[src/rtl/sle_pkg.sv]
// shared types, key codes and the scancode to ascii table for the line editor
// no dependencies
`default_nettype none

package sle_pkg;

    // special scancodes
    localparam logic [7:0] KEY_ENTER  = 8'h1C;
    localparam logic [7:0] KEY_BACK   = 8'h0E;

    // screen attribute and fill character
    localparam logic [7:0] ATTR_TEXT  = 8'h07;
    localparam logic [7:0] CHAR_SPACE = 8'h20;

    // result targets
    localparam logic TGT_SCREEN = 1'b0;
    localparam logic TGT_LINE   = 1'b1;

    // one result transfer
    typedef struct packed {
        logic        target;
        logic [10:0] location;
        logic [15:0] value;
        logic        line_done;
    } res_t;

    // results of one scancode handed from the editor to the output queue
    typedef struct packed {
        logic            load;
        logic [1:0]      cnt;
        res_t [2:0]      item;
    } batch_t;

    // set-1 make code to lower-case ascii, 0 for unmapped
    function automatic logic [7:0] key_to_ascii(input logic [6:0] code);
        logic [7:0] ch;
        case (code)
            7'h02: ch = "1";
            7'h03: ch = "2";
            7'h04: ch = "3";
            7'h05: ch = "4";
            7'h06: ch = "5";
            7'h07: ch = "6";
            7'h08: ch = "7";
            7'h09: ch = "8";
            7'h0A: ch = "9";
            7'h0B: ch = "0";
            7'h0C: ch = "-";
            7'h0D: ch = "=";
            7'h10: ch = "q";
            7'h11: ch = "w";
            7'h12: ch = "e";
            7'h13: ch = "r";
            7'h14: ch = "t";
            7'h15: ch = "y";
            7'h16: ch = "u";
            7'h17: ch = "i";
            7'h18: ch = "o";
            7'h19: ch = "p";
            7'h1A: ch = "[";
            7'h1B: ch = "]";
            7'h1E: ch = "a";
            7'h1F: ch = "s";
            7'h20: ch = "d";
            7'h21: ch = "f";
            7'h22: ch = "g";
            7'h23: ch = "h";
            7'h24: ch = "j";
            7'h25: ch = "k";
            7'h26: ch = "l";
            7'h27: ch = ";";
            7'h28: ch = 8'h27;
            7'h2B: ch = 8'h5C;
            7'h2C: ch = "z";
            7'h2D: ch = "x";
            7'h2E: ch = "c";
            7'h2F: ch = "v";
            7'h30: ch = "b";
            7'h31: ch = "n";
            7'h32: ch = "m";
            7'h33: ch = ",";
            7'h34: ch = ".";
            7'h35: ch = "/";
            7'h39: ch = CHAR_SPACE;
            default: ch = 8'h00;
        endcase
        return ch;
    endfunction

endpackage

`default_nettype wire

[src/rtl/sle_cfg.sv]
// apb register file holding line_capacity
// depends on nothing beyond the apb signals
`default_nettype none

module sle_cfg
(
    input  wire logic        clk,
    input  wire logic        rst_n,
    input  wire logic        psel,
    input  wire logic        penable,
    input  wire logic        pwrite,
    input  wire logic [2:0]  paddr,
    input  wire logic [31:0] pwdata,
    output logic [31:0]      prdata,
    output logic             pready,
    output logic [8:0]       line_capacity
);

    logic [8:0] cap_reg;
    logic [8:0] cap_next;
    logic       wr_hit;

    // write decode, the only word answers at every paddr with bit 2 clear
    assign pready = 1'b1;
    assign wr_hit = psel && penable && pwrite && pready && !paddr[2];

    always_comb
    begin
        cap_next = cap_reg;
        if (wr_hit)
        begin
            cap_next = pwdata[8:0];
        end
    end

    always_ff @(posedge clk or negedge rst_n)
    begin
        if (!rst_n)
        begin
            cap_reg <= 9'd256;
        end
        else
        begin
            cap_reg <= cap_next;
        end
    end

    // read back
    assign prdata        = paddr[2] ? 32'd0 : {23'd0, cap_reg};
    assign line_capacity = cap_reg;

endmodule

`default_nettype wire

[src/rtl/sle_core.sv]
// editor core: scancode register, cursor and line state, result computation
// depends on sle_pkg
`default_nettype none

module sle_core
    import sle_pkg::*;
#(
    parameter int SCREEN_COLS = 80,
    parameter int SCREEN_ROWS = 25,
    parameter int LINE_MAX    = 256
)
(
    input  wire logic       clk,
    input  wire logic       rst_n,
    input  wire logic       key_valid,
    output logic            key_stall,
    input  wire logic [7:0] scancode,
    input  wire logic [8:0] line_capacity,
    input  wire logic       take,
    output batch_t          batch
);

    localparam logic [6:0]  COL_LAST = 7'(SCREEN_COLS - 1);
    localparam logic [4:0]  ROW_LAST = 5'(SCREEN_ROWS - 1);
    localparam logic [11:0] COLS12   = 12'(SCREEN_COLS);
    localparam logic [8:0]  LMAX9    = 9'(LINE_MAX);

    logic [7:0] code_reg;
    logic       full_reg;
    logic       full_next;
    logic [4:0] row_reg;
    logic [4:0] row_next;
    logic [6:0] col_reg;
    logic [6:0] col_next;
    logic [7:0] pos_reg;
    logic [7:0] pos_next;
    logic       accept;
    logic       move;

    function automatic logic [10:0] cell_of(input logic [4:0] r, input logic [6:0] c);
        logic [11:0] sum;
        sum = 12'(r) * COLS12 + 12'(c);
        return sum[10:0];
    endfunction

    function automatic logic [4:0] row_inc(input logic [4:0] r);
        return (r == ROW_LAST) ? 5'd0 : r + 5'd1;
    endfunction

    // input transfer and hand-off to the output queue
    assign move      = full_reg && take;
    assign key_stall = full_reg && !take;
    assign accept    = key_valid && !key_stall;

    always_comb
    begin
        full_next = full_reg;
        if (accept)
        begin
            full_next = 1'b1;
        end
        else if (move)
        begin
            full_next = 1'b0;
        end
    end

    // result computation and next editor state
    always_comb
    begin
        logic [8:0] eff_cap;
        logic [7:0] ch;
        logic       fits;
        logic [4:0] r1, r2, r3;
        logic [6:0] c1, c2, c3;
        logic       bs1, bs2;
        res_t       e1, e2, e3;

        eff_cap  = (line_capacity > LMAX9) ? LMAX9 : line_capacity;
        ch       = key_to_ascii(code_reg[6:0]);
        fits     = (eff_cap != 9'd0) && (({1'b0, pos_reg} + 9'd1) < eff_cap);

        batch      = '0;
        batch.load = move;
        row_next   = row_reg;
        col_next   = col_reg;
        pos_next   = pos_reg;

        // backspace echo: step back, space, step back
        bs1 = 1'b1;
        r1  = row_reg;
        c1  = col_reg;
        if (col_reg != 7'd0)
        begin
            c1 = col_reg - 7'd1;
        end
        else if (row_reg != 5'd0)
        begin
            r1 = row_reg - 5'd1;
            c1 = COL_LAST;
        end
        else
        begin
            bs1 = 1'b0;
        end
        if (c1 == COL_LAST)
        begin
            c2 = 7'd0;
            r2 = row_inc(r1);
        end
        else
        begin
            c2 = c1 + 7'd1;
            r2 = r1;
        end
        bs2 = 1'b1;
        r3  = r2;
        c3  = c2;
        if (c2 != 7'd0)
        begin
            c3 = c2 - 7'd1;
        end
        else if (r2 != 5'd0)
        begin
            r3 = r2 - 5'd1;
            c3 = COL_LAST;
        end
        else
        begin
            bs2 = 1'b0;
        end
        e1 = '{TGT_SCREEN, cell_of(r1, c1), {ATTR_TEXT, CHAR_SPACE}, 1'b0};
        e2 = e1;
        e3 = '{TGT_SCREEN, cell_of(r3, c3), {ATTR_TEXT, CHAR_SPACE}, 1'b0};

        if (code_reg == KEY_ENTER)
        begin
            batch.cnt     = 2'd1;
            batch.item[0] = '{TGT_LINE, {3'd0, pos_reg}, 16'h0000, 1'b1};
            pos_next      = 8'd0;
            col_next      = 7'd0;
            row_next      = row_inc(row_reg);
        end
        else if (code_reg == KEY_BACK)
        begin
            if (pos_reg != 8'd0)
            begin
                pos_next = pos_reg - 8'd1;
                row_next = r3;
                col_next = c3;
                if (bs1)
                begin
                    batch.item[0] = e1;
                    batch.item[1] = e2;
                    batch.item[2] = e3;
                    batch.cnt     = bs2 ? 2'd3 : 2'd2;
                end
                else
                begin
                    batch.item[0] = e2;
                    batch.item[1] = e3;
                    batch.cnt     = bs2 ? 2'd2 : 2'd1;
                end
            end
        end
        else if (!code_reg[7] && ch != 8'h00 && fits)
        begin
            batch.cnt     = 2'd2;
            batch.item[0] = '{TGT_LINE, {3'd0, pos_reg}, {8'h00, ch}, 1'b0};
            batch.item[1] = '{TGT_SCREEN, cell_of(row_reg, col_reg), {ATTR_TEXT, ch}, 1'b0};
            pos_next      = pos_reg + 8'd1;
            if (col_reg == COL_LAST)
            begin
                col_next = 7'd0;
                row_next = row_inc(row_reg);
            end
            else
            begin
                col_next = col_reg + 7'd1;
            end
        end

        // state only changes when the item leaves the input register
        if (!move)
        begin
            row_next = row_reg;
            col_next = col_reg;
            pos_next = pos_reg;
        end
    end

    // control and editor state
    always_ff @(posedge clk or negedge rst_n)
    begin
        if (!rst_n)
        begin
            full_reg <= 1'b0;
            row_reg  <= 5'd0;
            col_reg  <= 7'd0;
            pos_reg  <= 8'd0;
        end
        else
        begin
            full_reg <= full_next;
            row_reg  <= row_next;
            col_reg  <= col_next;
            pos_reg  <= pos_next;
        end
    end

    // scancode payload
    always_ff @(posedge clk)
    begin
        if (accept)
        begin
            code_reg <= scancode;
        end
    end

endmodule

`default_nettype wire

[src/rtl/sle_outq.sv]
// output queue: holds the results of one scancode and sends one per cycle while echo_stall is low
// depends on sle_pkg
`default_nettype none

module sle_outq
    import sle_pkg::*;
(
    input  wire logic clk,
    input  wire logic rst_n,
    input  wire batch_t batch,
    output logic      take,
    output logic      echo_valid,
    input  wire logic echo_stall,
    output logic      target,
    output logic [10:0] location,
    output logic [15:0] value,
    output logic      line_done,
    output logic      last
);

    res_t [2:0] item_reg;
    logic [1:0] cnt_reg;
    logic [1:0] cnt_next;
    logic [1:0] idx_reg;
    logic [1:0] idx_next;
    logic       sent;
    res_t       cur;

    // current transfer
    assign cur        = item_reg[idx_reg];
    assign echo_valid = (cnt_reg != 2'd0);
    assign last       = echo_valid && (idx_reg == cnt_reg - 2'd1);
    assign sent       = echo_valid && !echo_stall;
    assign take       = !echo_valid || (sent && last);

    assign target    = cur.target;
    assign location  = cur.location;
    assign value     = cur.value;
    assign line_done = cur.line_done;

    // count and index sequencing
    always_comb
    begin
        cnt_next = cnt_reg;
        idx_next = idx_reg;
        if (batch.load)
        begin
            cnt_next = batch.cnt;
            idx_next = 2'd0;
        end
        else if (sent)
        begin
            if (last)
            begin
                cnt_next = 2'd0;
                idx_next = 2'd0;
            end
            else
            begin
                idx_next = idx_reg + 2'd1;
            end
        end
    end

    always_ff @(posedge clk or negedge rst_n)
    begin
        if (!rst_n)
        begin
            cnt_reg <= 2'd0;
            idx_reg <= 2'd0;
        end
        else
        begin
            cnt_reg <= cnt_next;
            idx_reg <= idx_next;
        end
    end

    // result payload
    always_ff @(posedge clk)
    begin
        if (batch.load)
        begin
            item_reg <= batch.item;
        end
    end

endmodule

`default_nettype wire

[src/rtl/scancode_line_editor_echo.sv]
// top level of the scancode line editor with screen echo
// depends on sle_pkg, sle_cfg, sle_core, sle_outq
//
//  channel | signals                                   | transfer when
//  key     | key_valid, key_stall, scancode            | key_valid && !key_stall
//  echo    | echo_valid, echo_stall, target, location, | echo_valid && !echo_stall
//          | value, line_done, last                    |
//  apb     | psel, penable, pwrite, paddr, pwdata      | psel && penable && pwrite
//
// a scancode waits in the input register until the output queue takes it, then its 0 to 3 results
// leave the output queue at one per cycle while echo_stall is low
// the output queue sets the rate: the next scancode moves on in the cycle
// the last result of the one before is taken
// reset clears the cursor and the line position and sets line_capacity to 256
// a stall on echo holds the queue and then stalls key
`default_nettype none

module scancode_line_editor_echo
    import sle_pkg::*;
#(
    parameter int SCREEN_COLS = 80,
    parameter int SCREEN_ROWS = 25,
    parameter int LINE_MAX    = 256
)
(
    input  wire logic        clk,
    input  wire logic        rst_n,
    input  wire logic        key_valid,
    output logic             key_stall,
    input  wire logic [7:0]  scancode,
    output logic             echo_valid,
    input  wire logic        echo_stall,
    output logic             target,
    output logic [10:0]      location,
    output logic [15:0]      value,
    output logic             line_done,
    output logic             last,
    input  wire logic        psel,
    input  wire logic        penable,
    input  wire logic        pwrite,
    input  wire logic [2:0]  paddr,
    input  wire logic [31:0] pwdata,
    output logic [31:0]      prdata,
    output logic             pready
);

    logic [8:0] line_capacity;
    logic       take;
    batch_t     batch;

    // configuration register
    sle_cfg u_cfg
    (
        .clk           (clk),
        .rst_n         (rst_n),
        .psel          (psel),
        .penable       (penable),
        .pwrite        (pwrite),
        .paddr         (paddr),
        .pwdata        (pwdata),
        .prdata        (prdata),
        .pready        (pready),
        .line_capacity (line_capacity)
    );

    // editor state and result computation
    sle_core #(
        .SCREEN_COLS (SCREEN_COLS),
        .SCREEN_ROWS (SCREEN_ROWS),
        .LINE_MAX    (LINE_MAX)
    ) u_core
    (
        .clk           (clk),
        .rst_n         (rst_n),
        .key_valid     (key_valid),
        .key_stall     (key_stall),
        .scancode      (scancode),
        .line_capacity (line_capacity),
        .take          (take),
        .batch         (batch)
    );

    // result serializer
    sle_outq u_outq
    (
        .clk        (clk),
        .rst_n      (rst_n),
        .batch      (batch),
        .take       (take),
        .echo_valid (echo_valid),
        .echo_stall (echo_stall),
        .target     (target),
        .location   (location),
        .value      (value),
        .line_done  (line_done),
        .last       (last)
    );

endmodule

`default_nettype wire

[config.mk]
export PLATFORM = sky130hd
export DESIGN_NAME = scancode_line_editor_echo
export DESIGN_NICKNAME = d
export VERILOG_FILES = /design/src/rtl/sle_pkg.sv /design/src/rtl/sle_cfg.sv /design/src/rtl/sle_core.sv /design/src/rtl/sle_outq.sv /design/src/rtl/scancode_line_editor_echo.sv
export SDC_FILE = /design/constraint.sdc
export NUM_CORES = 1
export LEC_CHECK = 0
export BUFFER_PORTS_ARGS = -buffer_cell sky130_fd_sc_hd__buf_2
export CAP_MARGIN = 20
export CORE_UTILIZATION = 35
export CTS_CLUSTER_DIAMETER = 50
export DETAILED_ROUTE_END_ITERATION = 12
export PLACE_DENSITY = 0.65
export SLEW_MARGIN = 30
export SYNTH_ARGS = -nofsm -noshare
export SYNTH_HDL_FRONTEND = slang
export SYNTH_HIERARCHICAL = 1
export SYNTH_SLANG_ARGS = --single-unit
export TNS_END_PERCENT = 5
[constraint.sdc]
create_clock -name clk -period 6.8 [get_ports clk]
set_clock_uncertainty 0.2 [all_clocks]
set_input_delay 0 -clock clk [delete_from_list [all_inputs] [get_ports clk]]
set_output_delay 0 -clock clk [all_outputs]
set_load 0.01 [all_outputs]
* After elaboration in Yosys (flattened, before gate mapping)
Memories as Yosys holds them, arrays and structs flattened. A register that Yosys moved wholly into a read port is not among the register bits.
Index checks and enable logic that the tools add are counted.
** Cells by class
- Add/sub/neg operators :: 16
- Multiply operators :: 3
- Divide/modulo/power cells :: 0
- $lt $le $gt $ge :: 3
- Equality and inequality tests :: 8
- Shift operators :: 0
- Multiplexer cells :: 56
- Bitwise operators :: 3
- Reduce and logical (&&, ||, !) cells :: 37
** Operator list (count)
- 57-bit two-way mux :: 2
- 89-bit two-way mux :: 1
- 7-bit two-way mux :: 10
- 5-bit two-way mux :: 12
- 29-bit binary-select mux with 2-bit select :: 1
- 58-bit two-way mux :: 1
- 8-bit two-way mux :: 5
- 11-bit by 7-bit adder with 11-bit output :: 3
- 29-bit two-way mux :: 1
- 28-bit two-way mux :: 1
- 25-bit two-way mux :: 1
- 2-bit two-way mux :: 11
- 5-bit by 3-bit multiplier with 7-bit output, second input constant :: 3
- 9-bit two-way mux :: 2
- 8-bit nonzero test :: 2
- 7-bit by 1-bit adder with 7-bit output, second input constant :: 2
- 7-bit == test, second input constant :: 2
- 7-bit nonzero test :: 2
- 7-bit by 1-bit subtractor with 7-bit output, second input constant :: 2
- 1-bit logical AND :: 12
- 5-bit by 1-bit adder with 5-bit output, second input constant :: 2
- 5-bit == test, second input constant :: 2
- 5-bit nonzero test :: 2
- 5-bit by 1-bit subtractor with 5-bit output, second input constant :: 2
- 25 further kinds :: 42
** Storage, ports and cells
- Bits in registers :: 129
- Latch bits :: 0
- RAM bits :: 0
- Memory bits (read-only) :: 448
- Bits of input ports :: 50
- Output and inout bits :: 65
- Memories :: 1
** Memory list
- (no name shown) :: words 64, bits a word 7, read ports 1, clocked after memory_dff 1, write ports 0, RTL line sle_pkg.sv:37 : case (code)

* Logic depth before layout (Yosys ltp)
Gate-level depths: netlist (run 1).
- Depth in word-level cells :: 16
- Mapped depth :: 32
- Depth with buffers taken out :: 27

* Cells and area by module
Netlist (run 1), hierarchy kept.
** By module, submodules not included
- sle_core :: instances 1, cells an instance 753, area each 5840.6 um2, sequential area each 905.9 um2
- sle_outq :: instances 1, cells an instance 211, area each 3485.8 um2, sequential area each 2712.6 um2
- sle_cfg :: instances 1, cells an instance 54, area each 618.1 um2, sequential area each 226.5 um2

* Least setup slack after synthesis (run 1)
Ideal clock, no wire load.
- Kind :: reg-to-reg
- Start point :: register u_core.col_reg[0]
- End point :: register u_outq/item_reg[85] (netlist name) (data pin)
- Setup time :: 0.266 ns
- Arrival time :: 6.335 ns
- Data required time :: 6.334 ns
- Path slack :: -0.001 ns
- Cell stages (with the launch flop) :: 31
- Buffers on the path :: 5
- Path through :: dfrtp_1 -> buf_2 -> inv_1 -> ha_1 -> buf_4 -> nor3b_4 -> and2_4 -> nand2_4 -> inv_2 -> buf_4 -> clkbuf_1 -> a22oi_1 -> ha_1 -> nand2_1 -> or4_4 -> nor2_2 -> buf_2 -> mux2i_1 -> ha_1 -> and4_4 -> nand2b_4 -> mux2i_1 -> ha_1 -> ha_1 -> inv_1 -> fa_1 -> o22ai_1 -> o311ai_0 -> a31oi_1 -> xor2_1 -> nor2_1
** On the way
- Word-level cells in the longest chain between the ends :: 10
- Elaborated cells between the ends (all ways) :: 25
- Classes of those cells :: add/sub (6); mul (1); eq/ne (2); mux (11); bitwise (1); reduce/logical (4)
** RTL lines
- start: declaration :: RTL line sle_core.sv:33 : logic [6:0] col_reg;
- start signal: assignment :: RTL line sle_core.sv:206 : col_reg <= col_next;
- 7-bit nonzero test :: RTL line sle_core.sv:93 : if (col_reg != 7'd0)
- 5-bit two-way mux :: RTL line sle_core.sv:93
- 5-bit by 1-bit adder with 5-bit output / 5-bit == test (equally long branches) :: RTL line sle_core.sv:47 : return (r == ROW_LAST) ? 5'd0 : r + 5'd1;
- 5-bit two-way mux :: RTL line sle_core.sv:47
- 5-bit two-way mux :: RTL line sle_core.sv:106 : if (c1 == COL_LAST)
- 5-bit by 1-bit subtractor with 5-bit output / 5-bit nonzero test (equally long branches) :: RTL line sle_core.sv:125, sle_core.sv:123
- 5-bit two-way mux :: RTL line sle_core.sv:123 : else if (r2 != 5'd0)
- 5-bit two-way mux :: RTL line sle_core.sv:119 : if (c2 != 7'd0)
- 5-bit by 3-bit multiplier with 7-bit output :: RTL line sle_core.sv:42 : sum = 12'(r) * COLS12 + 12'(c);
- 11-bit by 7-bit adder with 11-bit output :: RTL line sle_core.sv:42
- end signal: assignment :: RTL line sle_outq.sv:84 : item_reg <= batch.item;
- end: declaration :: RTL line sle_outq.sv:21 : res_t [2:0] item_reg;
Several ways; a longest one is shown, not always the timed one.
A chain may end at the register's enable or synchronous reset.

* Worst setup path in the final report (run 1)
- Start point :: register u_core.col_reg[1]
- End point :: register u_outq/item_reg[85] (netlist name) (data pin)
The elaborated chain is that of the path after synthesis.

==> results of run 1 <==
-- cells by family (layout without fill, tap and decap cells) --
| group | count (synthesis) | count (layout) | share of synthesized area, % |
|---|---|---|---|
| AOI/OAI and AO/OA | 256 | 256 | 17.2 |
| adders and majority gates | 71 | 71 | 9.36 |
| muxes | 63 | 63 | 6.61 |
| xor gates and xnor gates | 43 | 43 | 3.86 |
| and+or+nand+nor | 289 | 289 | 15.3 |
| DFF | 136 | 136 | 38.7 |
| buffers and inverters | 157 | 204 | 8.86 |
| other | 3 | 52 | 0.113 |
-- power groups by stage --
stage	sequential, mW	clock [mW]	combinational, mW
3_5_place_dp	1.35	0	1.72
4_1_cts	1.34	0.943	1.75
6_report	1.34	0.924	1.76
5_1_grt	1.36	0.974	1.94
2_1_floorplan	1.28	0	1.28
3_3_place_gp	1.35	0	1.70
-- path summary, 6_finish.rpt --
path	start	slack [ns]	cells past startpoint	to
worst max-delay path	u_core/col_reg[1]	0.35	25	u_outq/item_reg[85]
worst min-delay path	rst_n	0.02	2	u_core/row_reg[4]
worst max register to register	u_core/col_reg[1]	0.35	25	u_outq/item_reg[85]
worst min register to register	register	0.37	1	u_outq/item_reg[5]
max in group asynchronous	rst_n	5.77	2	u_outq/idx_reg[0]
min in group clk	scancode[7]	0.10	2	u_core/code_reg[7]
-- cell type report --
type	instances	area [sq um]
fillers	2711	16500
multi-input cells	774	5410
flip-flops and latches	136	3850
repair buffers	123	840
well taps	378	473
clock buffers	19	433
inverters	49	184
clock inverters	13	155
-- Yosys cell counts, types with 4 or more instances --
cell type,instances,area share (%)
a221oi_1,4,0.35
nor2_1,61,2.3
nand3_1,22,1.1
o22ai_1,10,0.63
o21ai_0,57,2.9
mux2i_1,45,4.5
clkbuf_1,23,0.87
dfrtp_1,33,8.3
a31o_2,4,0.35
a211oi_1,5,0.38
mux2_2,17,1.9
nand2b_1,10,0.63
o211ai_1,6,0.45
o21ai_1,27,1.4
xnor2_1,26,2.3
nor4_1,9,0.57
buf_2,8,0.40
inv_1,45,1.7
xor2_1,16,1.4
a22o_1,7,0.62
dfxtp_1,7,1.4
o31ai_1,9,0.68
nand2_1,102,3.9
nor2b_1,4,0.25
a21o_1,14,1.1
a21boi_0,4,0.30
fa_1,6,1.2
edfxtp_1,95,29
o221ai_1,8,0.70
and3_1,10,0.63
a211o_1,4,0.35
and2b_2,9,0.79
a31oi_1,11,0.69
ha_1,64,8.1
o21bai_1,4,0.30
nor3_1,15,0.75
buf_4,75,5.7
and2_1,7,0.44
a21oi_1,45,2.3
-- what timing repair did --
action	CTS	global route
endpoints found under the hold margin	61	0
setup endpoints to repair	0	0
setup buffers	0	0
hold buffers	30	0
-- worst max-delay path, stage by stage (launching register included) --
cell and delay [ns]:
dfrtp_1 0.48, inv_1 0.16, ha_1 0.22, nor3b_4 0.19, and2_4 0.20, nand2_4 0.13
inv_2 0.10, a22oi_1 0.31, ha_1 0.34, nand2_1 0.11, or4_4 0.46, nor2_2 0.25
mux2i_1 0.29, ha_1 0.28, and4_4 0.29, nand2b_4 0.16, mux2i_2 0.23, ha_1 0.27
ha_1 0.21, inv_1 0.07, fa_1 0.42, o22ai_1 0.17, o311ai_0 0.14, a31oi_1 0.25
xor2_1 0.18, nor2_1 0.05
-- routing by layer --
layer	global-route usage, %	vias to the layer above	share of wire, %
li1	-	3781	-
met1	22.4	3744	47
met2	27.3	218	48
met3	2.08	25	4.0
met4	4.86	0	1.5
met5	0	-	0
==> impl_metrics.yaml, run 1 <==
run_status:
  outcome: "completed"
finish:
  stdcell_area_sq_um: 11300
  largest_register_ffs: 87
  final_cells: 1492
  drive_above_1_share_pct: 17.1
  fin_nets: 1221
  antenna_cells: 0
  post-route-util_pct: 40.7
  syn2layout_area_growth_pct: 14.1
  most-common-layout-cells: "nand2_1 (102), edfxtp_1 (95), buf_2 (65)"
  layout_commonest_cell: "nand2_1"
timing:
  slew_viol_final: 0
  hold_viol_final: 0
  slew-limit-headroom_pct: 42.7
  fin_ws_ns: 0.354
  rsz0062_at_grt: "no"
  post-route-period-util_pct: 94.8
  holdWs_ns: 0.0176
  tns_ns: 0
  min_period_ns: 6.45
  setup_violations: 0
  max_freq_ghz: 0.155
  tightest_slew_ns: 0.836
placement:
  place_area_sq_um: 10500
  preCtsSetupSlack_ns: 0.419
  placedCellCount: 1430
  io_buffers: 65
  dp_hpwl_um: 17100
  gp_congestion: 0.899
clock_network:
  worstSkewPairLatency_ns: 0.42
  cts_made_buffers: 17
  cts_max_path_buffers: 2
  cts-root-buf: "clkbuf_16"
  cts.sinks: 136
  htreeDepth: 4
  cts.clk_slew.worst_paths_ns: 0.06
  cts_tree: "yes"
  cts_resized: 0
power_and_ir_drop:
  total_power_mw: 4.03
  vdd_drop_max_uv: 194
  powerDensity_nw_per_um2: 355
  leakagePower_nw: 4.73
  p_seq_share_pct: 33.2
  swShare_pct: 38.9
  combPwrFrac_pct: 43.8
  clkPwrFrac_pct: 22.9
  p_sw_mw: 1.57
  internal_power_mw: 2.46
worst_setup_path:
  crit_fanout: 10
  crit_type: "register to register"
  crit_path_start_kind: "register"
  worstSetupEndpointType: "register"
  worstPathRequired_ns: 6.75
  cp.arrival_ns: 6.40
detailed_routing:
  wirelength_um: 23800
  first_pass_iters: 5
  via_count: 7768
  drc: 0
  viasPerCell: 5.21
  drt-initial-drc-count: 599
  ant_nets: 0
  post_drt_wl_per_cell_um: 15.9
floorplanning:
  num_rows: 61
  dieWidth_um: 171
  die_area_sq_um: 29100
  die_h_um: 171
  coreArea_sq_um: 27900
  start_util_pct: 35.7
  io_pins: 115
yosys:
  synth-seq-cells: 136
  syn_area_per_cell_sq_um: 9.77
  synth_enable_flop_cells: 95
  synthArstFlopShare_pct: 25.0
  synthesis.area_sq_um: 9940
  synthCells: 1018
  synthFlopType: "edfxtp_1"
  synthDistinctLibCells: 101
  yosysWarnings: 6
  yosysSeqAreaShare_pct: 38.7
global_routing:
  grt_max_degree: 94
  overflow: 0
  grt_pass1_wl_um: 37700
  antenna_found_initial: 0
  first_global_vias: 7206
  grt.total_usage_pct: 16.5
job:
  cap_violations: 0
worst_hold_path:
  hp-class: "primary input to asynchronous set/reset pin"
(Power assumes the default switching activity.)
==> run 2: changes to the inputs <==
- ABC_AREA: not set -> 1
- ABC_CLOCK_PERIOD_IN_PS: not set -> 6800
==> run 2 against run 1 <==
First-iteration DRC count grew 6.5%. Critical path depth grew 5. Die area is essentially flat. Global-route usage grew 0.79 points. Total power grew 25%. Combinational power grew 56%. Routed wire length grew 1.4%. Synthesized area is essentially flat.
==> impl_metrics.yaml, run 2 <==
timing:
  min_period_ns: 5.95
  slew-limit-headroom_pct: 41.0
  setup_violations: 0
  post-route-period-util_pct: 87.5
  tightest_slew_ns: 0.883
  slew_viol_final: 0
  holdWs_ns: 0.0960
  max_freq_ghz: 0.168
  tns_ns: 0
  rsz0062_at_grt: "no"
  hold_viol_final: 0
floorplanning:
  die_area_sq_um: 29100
  num_rows: 61
  die_h_um: 171
  dieWidth_um: 171
  io_pins: 115
  start_util_pct: 35.7
  coreArea_sq_um: 27900
global_routing:
  first_global_vias: 7770
  grt_max_degree: 61
  overflow: 0
  antenna_found_initial: 0
  grt_pass1_wl_um: 39400
  grt.total_usage_pct: 17.3
clock_network:
  cts.clk_slew.worst_paths_ns: 0.07
  htreeDepth: 4
  cts_resized: 0
  cts_max_path_buffers: 2
  cts_made_buffers: 17
  postCtsSetupRepairBufs: 0
  cts_tree: "yes"
  hold_buffers: 38
  cts-root-buf: "clkbuf_16"
  cts.sinks: 136
  worstSkewPairLatency_ns: 0.43
yosys:
  syn_area_per_cell_sq_um: 7.99
  synth_compound_area_share_pct: 11.1
  synth_top_area_share_pct: 28.7
  synthesis.area_sq_um: 9940
  synth_top_family_by_area: "simple AND/OR/NAND/NOR gates"
  yosysSeqAreaShare_pct: 38.7
  synth_enable_flop_cells: 95
  yosysWarnings: 6
  synth_mux_area_share_pct: 0
  synth-xor-area-share_pct: 3.08
  synth_area_leader_cell: "edfxtp_1"
  synthAdderAreaFrac_pct: 9.26
  synth-seq-cells: 136
  ys_top_cells_by_area: "edfxtp_1 (29%), nand2_1 (9.5%), dfrtp_1 (8.3%)"
  synthArstFlopShare_pct: 25.0
  ys_top_cells_by_count: "nand2_1 (252), inv_1 (134), nor2_1 (120)"
  yosys.area_share.simple_pct: 25.3
  synthDistinctLibCells: 55
  synth.most_common_cell: "nand2_1"
  synthFlopType: "edfxtp_1"
  synthCells: 1245
job:
  cap_violations: 0
finish:
  antenna_cells: 0
  drive_above_1_share_pct: 12.0
  fin_nets: 1446
  post-route-util_pct: 40.5
  stdcell_area_sq_um: 11300
  layout_commonest_cell: "nand2_1"
  most-common-layout-cells: "nand2_1 (252), inv_1 (133), nor2_1 (120)"
  syn2layout_area_growth_pct: 13.4
  largest_register_ffs: 87
detailed_routing:
  drt-initial-drc-count: 638
  wirelength_um: 24100
  viasPerCell: 4.80
  via_count: 8238
  first_pass_iters: 5
  drc: 0
  post_drt_wl_per_cell_um: 14.0
  ant_nets: 0
placement:
  place_area_sq_um: 10300
  gp_congestion: 0.911
  dp_hpwl_um: 17600
  io_buffers: 65
power_and_ir_drop:
  powerDensity_nw_per_um2: 448
  vdd_drop_max_uv: 195
  leakagePower_nw: 5.24
worst_setup_path:
  crit_end: "u_outq/item_reg[56]"
  crit_path_start_kind: "register"
  worst_path_largest_cell_delay_ns: 0.46
  rr_startpoint: "u_core/col_reg[0]"
  setup.worst_path.start: "u_core/col_reg[0]"
  crit_type: "register to register"
  critPathSlowestCell: "fa_1"
  r2r_slack_ns: 0.85
  crit_family: "simple AND/OR/NAND/NOR gates"
  crit_buf_inv: 5
  reg2reg_depth: 30
  worstSetupEndpointType: "register"
  cp.arrival_ns: 5.92
  worstPathRequired_ns: 6.78
  path_depth: 30
  crit_fanout: 15
  r2r-end: "u_outq/item_reg[56]"
run_status:
  outcome: "completed"
worst_hold_path:
  hp-class: "primary input to register"
==> run 2: changes by cell type in the layout (fill, tap and decap cells not counted), moves of 14 or more <==
cell | before | now
nand2_1 | 102 | 252
nand3_1 | 22 | 114
inv_1 | 45 | 133
nor2_1 | 61 | 120
mux2i_1 | 44 | 0
o21ai_0 | 57 | 96
xnor2_1 | 26 | 5
mux2_2 | 17 | 0
buf_4 | 27 | 12
a21o_1 | 14 | 0
xor2_1 | 16 | 30
==> run 2: metal layers <==
layer / up-vias / track usage (%) / wire, um
met3: 20 / 2.50 / 1130
met5: - / 0 / 0
met1: 3819 / 23.4 / 11600
li1: 4199 / - / -
met2: 200 / 28.1 / 11000
met4: 0 / 5.64 / 343
==> run 2: worst min-delay path by stage <==
| stage | depth (start not counted) | from | end | slack [ns] |
|---|---|---|---|---|
| after floorplan | 0 | rst_n | u_cfg/line_capacity[0] | -0.50 |
| after global routing | 2 | scancode[0] | u_core/code_reg[0] | 0.10 |
| after detailed placement | 1 | scancode[1] | u_core/code_reg[1] | -0.002 |
| final | 2 | scancode[5] | u_core/code_reg[5] | 0.1 |
| after CTS | 2 | rst_n | u_core/row_reg[0] | 0.08 |
| after global placement | 1 | rst_n | u_core/col_reg[6] | -0.01 |
==> run 2: logic make-up after synthesis <==
group / after synthesis
AO/OA/AOI/OAI: 198
XOR/XNOR: 35
adder cells (fa/ha/maj): 70
buffers and inverters: 245
flip-flops: 136
other: 3
AND/OR/NAND/NOR: 558
==> run 2: through the flow <==
step	setup WS, ns	power [mW]	instances
floorplan	1.66	3.41	1294
global placement	0.959	4.09	1646
detailed placement	0.927	4.13	1646
CTS	0.897	5.06	1716
global route	0.311	5.50	1717
finish	0.853	5.05	1717
==> run 2: power by group <==
group / internal, mW / switching [mW]
logic: 0.924 / 1.83
clock network: 0.483 / 0.407
registers: 1.25 / 0.155
==> run 2: area by class of cell <==
type | instances | area [sq um]
clock buffers | 17 | 425
clock inverters | 15 | 138
fillers | 2758 | 16600
inverters | 143 | 539
multi-input cells | 913 | 5050
flip-flops and latches | 136 | 3840
well taps | 378 | 473
repair buffers | 115 | 801
